`src/sv/assert_macros.svh`:
```
// assertion macros used by mc_option_payoff_accumulator
`ifndef ASSERT_MACROS_SVH
`define ASSERT_MACROS_SVH

// same-cycle implication
`define ASSERT_NOW(label, clk, rst, ante, cons) \
  label: assert property (@(posedge clk) disable iff (rst) (ante) |-> (cons)) \
    else $error("assertion failed");

// next-cycle implication
`define ASSERT_NEXT(label, clk, rst, ante, cons) \
  label: assert property (@(posedge clk) disable iff (rst) (ante) |=> (cons)) \
    else $error("assertion failed");

`endif

```
`src/sv/mcopa_pkg.sv`:
```
// constants, types and coefficient table for the option payoff accumulator
`timescale 1ns / 1ps
package mcopa_pkg;

  localparam int COUNT_BITS = 32;
  localparam int CNT_EXT_W  = (COUNT_BITS > 32) ? COUNT_BITS : 32;
  localparam int ACC_W      = 63;
  localparam int MUL_W      = 33;
  localparam int PROD_W     = 2 * MUL_W;
  localparam int CFG_IDX_W  = 3;

  localparam logic [2:0] REG_SPOT   = 3'd0;
  localparam logic [2:0] REG_STRIKE = 3'd1;
  localparam logic [2:0] REG_DRIFT  = 3'd2;
  localparam logic [2:0] REG_VOL    = 3'd3;
  localparam logic [2:0] REG_DISC   = 3'd4;
  localparam logic [2:0] REG_CALL   = 3'd5;

  localparam logic [30:0] LOG2E_Q30 = 31'd1549082005;
  localparam logic signed [36:0] X_LIM = 37'sd536870912;
  localparam logic [ACC_W-1:0] ACC_MAX = {ACC_W{1'b1}};

  typedef struct packed {
    logic [31:0]        spot;
    logic [31:0]        strike;
    logic signed [31:0] drift;
    logic [31:0]        vol;
    logic [31:0]        disc;
    logic               is_call;
  } cfg_t;

  // 2^f polynomial, Q2.30, ln2^n / n!
  function automatic logic [31:0] poly_coef(input logic [2:0] n);
    logic [31:0] c;
    case (n)
      3'd0: c = 32'd1073741824;
      3'd1: c = 32'd744261118;
      3'd2: c = 32'd257941248;
      3'd3: c = 32'd59597083;
      3'd4: c = 32'd10327388;
      3'd5: c = 32'd1431680;
      3'd6: c = 32'd165394;
      3'd7: c = 32'd16378;
    endcase
    return c;
  endfunction

endpackage

```
`src/sv/mcopa_cfg.sv`:
```
// configuration register file
`timescale 1ns / 1ps
module mcopa_cfg (
  input  logic                            clk,
  input  logic                            rst,
  input  logic                            cfg_write,
  input  logic [mcopa_pkg::CFG_IDX_W-1:0] cfg_index,
  input  logic [31:0]                     cfg_data,
  output mcopa_pkg::cfg_t                 cfg
);
  import mcopa_pkg::*;

  always_ff @(posedge clk) begin
    if (rst) begin
      cfg.spot    <= 32'd6553600;
      cfg.strike  <= 32'd6553600;
      cfg.drift   <= '0;
      cfg.vol     <= 32'd3355443;
      cfg.disc    <= 32'hFFFF_FFFF;
      cfg.is_call <= 1'b1;
    end else if (cfg_write) begin
      unique case (cfg_index)
        REG_SPOT:   cfg.spot    <= cfg_data;
        REG_STRIKE: cfg.strike  <= cfg_data;
        REG_DRIFT:  cfg.drift   <= $signed(cfg_data);
        REG_VOL:    cfg.vol     <= cfg_data;
        REG_DISC:   cfg.disc    <= cfg_data;
        REG_CALL:   cfg.is_call <= cfg_data[0];
        default: ;
      endcase
    end
  end
endmodule
```
`config.mk`:
```
export PLATFORM = sky130hd
export DESIGN_NAME = mcopa_cfg
export DESIGN_NICKNAME = d
export VERILOG_FILES = /design/src/sv/assert_macros.svh /design/src/sv/mcopa_pkg.sv /design/src/sv/mcopa_cfg.sv
export SDC_FILE = /design/constraint.sdc
export NUM_CORES = 1
export LEC_CHECK = 0
export ABC_CLOCK_PERIOD_IN_PS = 1600
export BUFFER_PORTS_ARGS = -buffer_cell sky130_fd_sc_hd__buf_2
export CORE_UTILIZATION = 40
export DETAILED_ROUTE_END_ITERATION = 7
export PLACE_DENSITY_LB_ADDON = 0.1
export SKIP_LAST_GASP = 1
export SLEW_MARGIN = 20
export SYNTH_ARGS = -nofsm -noshare
export SYNTH_HDL_FRONTEND = slang
export SYNTH_SLANG_ARGS = --single-unit
```
`constraint.sdc`:
```
create_clock -name clk -period 1.6 [get_ports clk]
set_input_delay 0.48 -clock clk [delete_from_list [all_inputs] [get_ports clk]]
set_output_delay 0.48 -clock clk [all_outputs]
set_load 0.02 [all_outputs]
```
==> impl_results.md <==
* Die X at 128 µm
* Slowest stage delay, CP at 0.35 ns
* Placer congestion estimate at 0.767
* Pwr Total at 9.32 mW
* Max-slew headroom at 78.0%
* IO Port Bufs at 198
* CTS Buf Count at 17
* Clk pin slew, worst setup/hold paths at 0.06 ns
* Max reg flops at 161
* PwrDens at 1120 mW/mm²
* Outcome: finished, final reports clean
* Critical path startpoint category: flop
* Vias in the first global route at 4559
* Largest net degree at the start of global routing at 80
* Post_cts resized at 0
* Crit Path Class: reg -> out
* Final Hold Vio Count at 0
* Core ar. at 0.0154 mm²
* Slowest CP cell: dfxtp_1
* Layout area overhead at 30.9%
* Mapped cell area at 0.00636 mm²
* Vias/cell at 4.62
* Tmin final at 1.44 ns
* Initial core utilization at 41.4%
* Hold bufs inserted after CTS at 0
* Ys Warns at 0
* CTS root buf: clkbuf_16
* Worst-Margin Slew at 0.330 ns
* Ports at 199
* Worst Path Arrival at 0.96 ns
* Req. time, crit path at 1.12 ns
* Finish-stage setup viols at 0
* Unique masters post-synth at 14
* Leading cell type in the layout, fill and taps excluded: buf_2
* Antenna violations before repair at 0
* Pre-CTS setup slack at -0.0581 ns
* Max-cap violation count at 0
* Syn_nets at 639
* Post-CTS setup buffers at 0
* #FFs+latches synth at 161
* Layout Nets at 826
* H-tree lvl count at 4
* HP Class: in -> reg
* First-pass GRT wire length at 24.3 mm
* Pleak at 4.01 nW
* Syn_area_per_cell at 10.6 µm²
* Post-Route WL at 15.6 mm
* CP delay by family, top: flip-flops
* Worst-skew pair later-pin latency at 0.42 ns
* Clock Path Buffers at 2
* Largest Register: cfg
* DRT Pass-1 Iters at 4
* Critical path capture point type: primary output
* DRC violations left at 0
* Top Registers: cfg (161)
* Sequential share of the synthesized area at 50.7%
* Grt total ovfl at 0
* DIE HEIGHT at 128 µm
* DR vias at 4674
* CTS tree: yes
* Ant. Diodes at 0
* Total Die Area at 0.0164 mm²
* Largest fanout on the critical path at 2
* Antenna-violating nets left at 0
* Hold Worst Slack at 0.334 ns
* Core Rows at 45
* Max Clock Freq at 694 MHz
* Worst setup slack after layout at 0.159 ns
* Gate Count Post-Synth at 601
* Worst vdd ir at 661 µV
* DR WL/cell at 15.4 µm
* GRT Total Usage at 19.6%
* Crit path buf inv count at 1
* Layout cells sized above 1 at 31.3%
* Max Transition Viols Final at 0
* Critical path cell sequence: buf_2
* Final Skew at 0 ns
* RSZ-0062 raised after global routing: false
* Period utilization at 90.1%
* CTS Sinks at 161
* Commonest non-fill, non-tap cells in the layout: 197 x buf_2, 161 x mux2i_1, 161 x dfxtp_1, 142 x nand2b_1, 83 x nor2_1
* Final design utilization at 54.2%
* DR iter-0 viols at 244
* Post-DP HPWL at 10.8 mm
metal layers:
metal | global-route usage (%) | vias to the layer above | routed length, µm
li1 | - | 2347 | -
met1 | 25.4 | 2178 | 7260
met2 | 30.0 | 131 | 7180
met3 | 6.76 | 18 | 989
met4 | 7.40 | 0 | 179
met5 | 0 | - | 0
through the flow:
| stage | area, µm² | cells | TNS, ns |
|---|---|---|---|
| floorplan | 6370 | 601 | -0.0629 |
| global route | 8330 | 1012 | 0 |
| CTS | 8330 | 1012 | 0 |
| global placement | 7670 | 980 | -0.177 |
| detailed placement | 7670 | 980 | -0.996 |
| finish | 8330 | 1012 | 0 |
worst paths after layout:
path	start	end	slack, ns	cells after the start
worst min-delay path	cfg_data[21]	cfg[86]	0.33	3
worst max register to register	cfg[106]	cfg[106]	0.98	2
worst min register to register	cfg[83]	cfg[83]	0.47	2
worst max-delay path	cfg[148]	cfg[148]	0.16	1
where the power goes:
part | switching [mW] | internal [mW] | total [mW]
Sequential | 0.0463 | 4.10 | 4.15
Clock | 1.60 | 2.86 | 4.46
Combinational | 0.415 | 0.297 | 0.712
Total | 2.06 | 7.26 | 9.32
logic make-up (layout without fill, tap and decap cells):
| logic type | Yosys count | count (layout) | share of synthesized area, % |
|---|---|---|---|
| buffers and inverters | 45 | 245 | 3.62 |
| flip-flops | 161 | 161 | 50.7 |
| multiplexers | 161 | 161 | 25.3 |
| AND/OR/NAND/NOR | 234 | 234 | 20.4 |
synth_stat cells:
| cell | number | area share [%] |
|---|---|---|
| nand4b_1 | 2 | 0.28 |
| nor4bb_1 | 1 | 0.16 |
| or4b_4 | 1 | 0.22 |
| nand2b_1 | 142 | 14 |
| and4bb_2 | 2 | 0.39 |
| clkbuf_1 | 19 | 1.1 |
| buf_2 | 19 | 1.5 |
| mux2i_1 | 161 | 25 |
| nor2_1 | 83 | 4.9 |
| nand4bb_1 | 2 | 0.35 |
| buf_4 | 4 | 0.47 |
| nor4b_1 | 1 | 0.14 |
| dfxtp_1 | 161 | 51 |
| buf_6 | 3 | 0.53 |
final cells by class:
class,instances,area [µm²]
Clock inverter,8,148
Clock buffer,24,512
Multi-Input combinational cell,395,2950
Timing Repair Buffer,213,1230
Tap cell,211,264
Sequential cell,161,3220
Fill cell,1405,7040
Power figures use the tool's default switching activity.
