`config.mk`:
```
export PLATFORM = sky130hd
export DESIGN_NAME = mcopa_mul
export DESIGN_NICKNAME = d
export VERILOG_FILES = /design/src/sv/assert_macros.svh /design/src/sv/mcopa_pkg.sv /design/src/sv/mcopa_mul.sv
export SDC_FILE = /design/constraint.sdc
export NUM_CORES = 2
export LEC_CHECK = 0
export ABC_AREA = 1
export BUFFER_PORTS_ARGS = -buffer_cell sky130_fd_sc_hd__buf_2
export CAP_MARGIN = 20
export CORE_ASPECT_RATIO = 0.5
export CORE_MARGIN = 2
export CORE_UTILIZATION = 45
export CTS_CLUSTER_DIAMETER = 50
export DETAILED_ROUTE_END_ITERATION = 7
export GPL_ROUTABILITY_DRIVEN = 0
export PLACE_DENSITY = 0.72
export SYNTH_ARGS = -nofsm -noshare
export SYNTH_HDL_FRONTEND = slang
export SYNTH_SLANG_ARGS = --single-unit
```
`constraint.sdc`:
```
create_clock -name clk -period 9.55 [get_ports clk]
set_clock_uncertainty 0.15 [all_clocks]
set_input_delay 1.4325 -clock clk [delete_from_list [all_inputs] [get_ports clk]]
set_output_delay 1.4325 -clock clk [all_outputs]
set_load 0.03 [all_outputs]
```
`src/sv/assert_macros.svh`:
```
// assertion macros used by mc_option_payoff_accumulator
`ifndef ASSERT_MACROS_SVH
`define ASSERT_MACROS_SVH

// same-cycle implication
`define ASSERT_NOW(label, clk, rst, ante, cons) \
  label: assert property (@(posedge clk) disable iff (rst) (ante) |-> (cons)) \
    else $error("assertion failed");

// next-cycle implication
`define ASSERT_NEXT(label, clk, rst, ante, cons) \
  label: assert property (@(posedge clk) disable iff (rst) (ante) |=> (cons)) \
    else $error("assertion failed");

`endif

```
`src/sv/mcopa_pkg.sv`:
```
// constants, types and coefficient table for the option payoff accumulator
`timescale 1ns / 1ps
package mcopa_pkg;

  localparam int COUNT_BITS = 32;
  localparam int CNT_EXT_W  = (COUNT_BITS > 32) ? COUNT_BITS : 32;
  localparam int ACC_W      = 63;
  localparam int MUL_W      = 33;
  localparam int PROD_W     = 2 * MUL_W;
  localparam int CFG_IDX_W  = 3;

  localparam logic [2:0] REG_SPOT   = 3'd0;
  localparam logic [2:0] REG_STRIKE = 3'd1;
  localparam logic [2:0] REG_DRIFT  = 3'd2;
  localparam logic [2:0] REG_VOL    = 3'd3;
  localparam logic [2:0] REG_DISC   = 3'd4;
  localparam logic [2:0] REG_CALL   = 3'd5;

  localparam logic [30:0] LOG2E_Q30 = 31'd1549082005;
  localparam logic signed [36:0] X_LIM = 37'sd536870912;
  localparam logic [ACC_W-1:0] ACC_MAX = {ACC_W{1'b1}};

  typedef struct packed {
    logic [31:0]        spot;
    logic [31:0]        strike;
    logic signed [31:0] drift;
    logic [31:0]        vol;
    logic [31:0]        disc;
    logic               is_call;
  } cfg_t;

  // 2^f polynomial, Q2.30, ln2^n / n!
  function automatic logic [31:0] poly_coef(input logic [2:0] n);
    logic [31:0] c;
    case (n)
      3'd0: c = 32'd1073741824;
      3'd1: c = 32'd744261118;
      3'd2: c = 32'd257941248;
      3'd3: c = 32'd59597083;
      3'd4: c = 32'd10327388;
      3'd5: c = 32'd1431680;
      3'd6: c = 32'd165394;
      3'd7: c = 32'd16378;
    endcase
    return c;
  endfunction

endpackage

```
`src/sv/mcopa_mul.sv`:
```
// shared signed multiplier with registered product
`timescale 1ns / 1ps
module mcopa_mul (
  input  logic                                clk,
  input  logic signed [mcopa_pkg::MUL_W-1:0]  a,
  input  logic signed [mcopa_pkg::MUL_W-1:0]  b,
  output logic signed [mcopa_pkg::PROD_W-1:0] p
);
  import mcopa_pkg::*;

  always_ff @(posedge clk) begin
    p <= a * b;
  end
endmodule

```
==> flow_summary.json <==
{
  "startpoint_type": "input pin",
  "finalCritPeriodShare_pct": 90.0,
  "netlist_area_sq_um": 43200,
  "worst_slack_ns": 0.951,
  "antenna_found_initial": 3,
  "cp-end-kind": "flip-flop",
  "gr-usage-all-layers_pct": 24.4,
  "drive_gt1_share_pct": 4.90,
  "rsz0062_at_grt": "false",
  "via_per_inst": 4.86,
  "cp.depth": 21,
  "drv_slew": 0,
  "hold_class": "input pin to flip-flop",
  "cpLargestDelayFamily": "adder cells",
  "cp_common_cell": "fa_1",
  "dieArea_sq_um": 98600,
  "avgRoutedWirePerCell_microns": 16.8,
  "slew_headroom_pct": 31.0,
  "pin_count": 133,
  "synthDistinctLibCells": 35,
  "ys_ff_latch": 66,
  "grtUsageMet2_pct": 40.7,
  "grt_pass1_wl_microns": 191000,
  "multi_input_area_sq_um": 33800,
  "portBuffers": 132,
  "nFillCells": 9145,
  "outcome": "finished, final reports clean",
  "cts_inserted_buffers": 9,
  "busiest_layer": "met2",
  "design.core.area_sq_um": 95200,
  "dpl.hpwl_microns": 97300,
  "clock_tree.buffer_depth": 2,
  "reg_top3": "p (66)",
  "vias": 32900,
  "slowest_stage": "fa_1",
  "met3_usage_pct": 4.82,
  "yosysSeqAreaShare_pct": 3.06,
  "crit_chain": "buf_2 -> nand2_1 -> fa_1 -> fa_1 -> fa_1 -> inv_1 -> fa_1 -> fa_1 -> fa_1 -> fa_1 -> inv_1 -> fa_1 -> inv_1 -> ha_1 -> nand2_1 -> nor2_1 -> nand3_1 -> nor2_1 -> o21ai_0 -> nand4_1 -> nand2_1",
  "ff_latch_area_sq_um": 1320,
  "cts.clk_slew.worst_paths_ns": 0.07,
  "routed_wl_microns": 113000,
  "grt-ovfl-total": 0,
  "firstDrtPassIters": 8,
  "largest_register": "p",
  "grt_use_met1_pct": 32.3,
  "drtAntennaViolNets": 0,
  "hold_path_depth": 4,
  "tns_ns": 0,
  "yosys_warnings": 0,
  "drtIter0Drc": 2747,
  "dp_slack_ns": 0.656,
  "rows": 80,
  "worstSetupPathType": "input pin to flip-flop",
  "avgSynthCellArea_sq_um": 7.79,
  "cts_tree": "built",
  "initial_core_util_pct": 45.4,
  "synth_nets": 6972,
  "cts_root_buf": "clkbuf_16",
  "postSynthCellCount": 5543,
  "cpPeakStageDelay_ns": 0.78,
  "fp.dieH_microns": 223,
  "cts-resized-gates": 0,
  "grt_pass1_vias": 35800,
  "cts_max_level": 3,
  "final_nets": 6912,
  "setup-violations-final": 0,
  "area_delta_synth_final_pct": 4.84,
  "cts.sinks": 66,
  "max_slew.worst_pin.slew_ns": 1.03,
  "drv_cap": 0,
  "drc_errors": 0,
  "finalHoldViolCount": 0,
  "grt_max_degree": 34,
  "cts_setup_buffers": 0,
  "largest_reg_flops": 66,
  "period_needed_ns": 8.60,
  "crit_buf_inv": 4,
  "holdBufCountCts": 0,
  "die_w_microns": 442,
  "crit_required_ns": 9.63,
  "max_clock_freq_ghz": 0.116,
  "crit_fanout": 15,
  "arrival_ns": 8.68
}
cells in the mapped netlist:
master | count | area (sq um)
inv_1 | 1894 | 7110
nand2_1 | 1517 | 5690
fa_1 | 1145 | 22900
clkbuf_1 | 262 | 983
ha_1 | 217 | 2720
nor2_1 | 131 | 492
nand3_1 | 70 | 350
dfxtp_1 | 66 | 1320
a21oi_1 | 61 | 305
xor2_1 | 37 | 324
nor2_2 | 20 | 125
nand4_1 | 19 | 119
o21ai_0 | 19 | 95.1
nand2_2 | 17 | 106
o21bai_1 | 14 | 105
nand3_2 | 8 | 80.1
nor3_1 | 7 | 35.0
or2_2 | 5 | 31.3
a21oi_2 | 4 | 35.0
nor4_1 | 4 | 25.0
xnor2_1 | 4 | 35.0
nand3b_1 | 3 | 22.5
nor2_4 | 3 | 33.8
o21ai_1 | 3 | 15.0
a21o_1 | 2 | 15.0
and2_1 | 2 | 12.5
a21boi_0 | 1 | 7.51
and2_0 | 1 | 6.26
buf_1 | 1 | 3.75
inv_2 | 1 | 3.75
nor3_2 | 1 | 10.0
nor4_2 | 1 | 12.5
o21a_1 | 1 | 7.51
o21ai_2 | 1 | 8.76
or2_1 | 1 | 6.26
final cells by class:
cell class,instances,area share [%]
clock inverter,6,0.249
multi-input combinational,3319,74.6
inverter,1895,15.7
sequential,66,2.92
timing repair buffer,192,2.48
tap,1271,3.51
clock buffer,10,0.528
antenna,4,0.0221
metrics by stage:
stage,hold WS [ns],cells,area [sq um],util (%)
2_1_floorplan,1.55,5543,43200,-
3_3_place_gp,1.72,6743,44900,47.2
3_5_place_dp,1.72,6743,44900,47.2
4_1_cts,1.61,6759,45300,47.5
5_1_grt,1.64,6761,45300,47.5
6_report,1.64,6763,45300,47.5
placed cells by master, fill, tap and decap left out, types with 2 or more instances in the layout:
| cell | netlist | final |
|---|---|---|
| inv_1 | 1894 | 1894 |
| nand2_1 | 1517 | 1517 |
| fa_1 | 1145 | 1145 |
| ha_1 | 217 | 217 |
| buf_2 | 0 | 132 |
| nor2_1 | 131 | 131 |
| nand3_1 | 70 | 70 |
| dfxtp_1 | 66 | 66 |
| a21oi_1 | 61 | 61 |
| buf_4 | 0 | 59 |
| xor2_1 | 37 | 37 |
| nor2_2 | 20 | 20 |
| o21ai_0 | 19 | 19 |
| nand4_1 | 19 | 19 |
| nand2_2 | 17 | 17 |
| o21bai_1 | 14 | 14 |
| clkbuf_16 | 0 | 9 |
| nand3_2 | 8 | 8 |
| nor3_1 | 7 | 7 |
| or2_2 | 5 | 5 |
| diode_2 | 0 | 4 |
| a21oi_2 | 4 | 4 |
| xnor2_1 | 4 | 4 |
| nor4_1 | 4 | 4 |
| nor2_4 | 3 | 3 |
| o21ai_1 | 3 | 3 |
| nand3b_1 | 3 | 3 |
| bufinv_16 | 0 | 3 |
| a21o_1 | 2 | 2 |
| and2_1 | 2 | 2 |
final timing paths:
kind,start,endpoint,slack [ns]
worst max-delay path,b[9],p[57],0.95
worst min-delay path,a[0],p[0],1.64
kinds of logic after synthesis:
logic type                 count (synthesis)  synth area share [%]
AOI/OAI and AO/OA                        106                  1.38
xor gates and xnor gates                  41                 0.832
adders and majority gates               1362                  59.4
buffers and inverters                   2158                  18.8
DFF                                       66                  3.06
and+or+nand+nor                         1810                  16.6
routing by layer:
layer / routed length (microns) / vias up / share of wire [%]
li1: - / 14900 / -
met1: 45700 / 16300 / 40
met2: 52900 / 1486 / 47
met3: 10800 / 237 / 9.6
met4: 3990 / 0 / 3.5
met5: 0 / - / 0
Power is not shown: default switching activity piles up to over one toggle a cycle in this logic, so the estimate is an artifact.
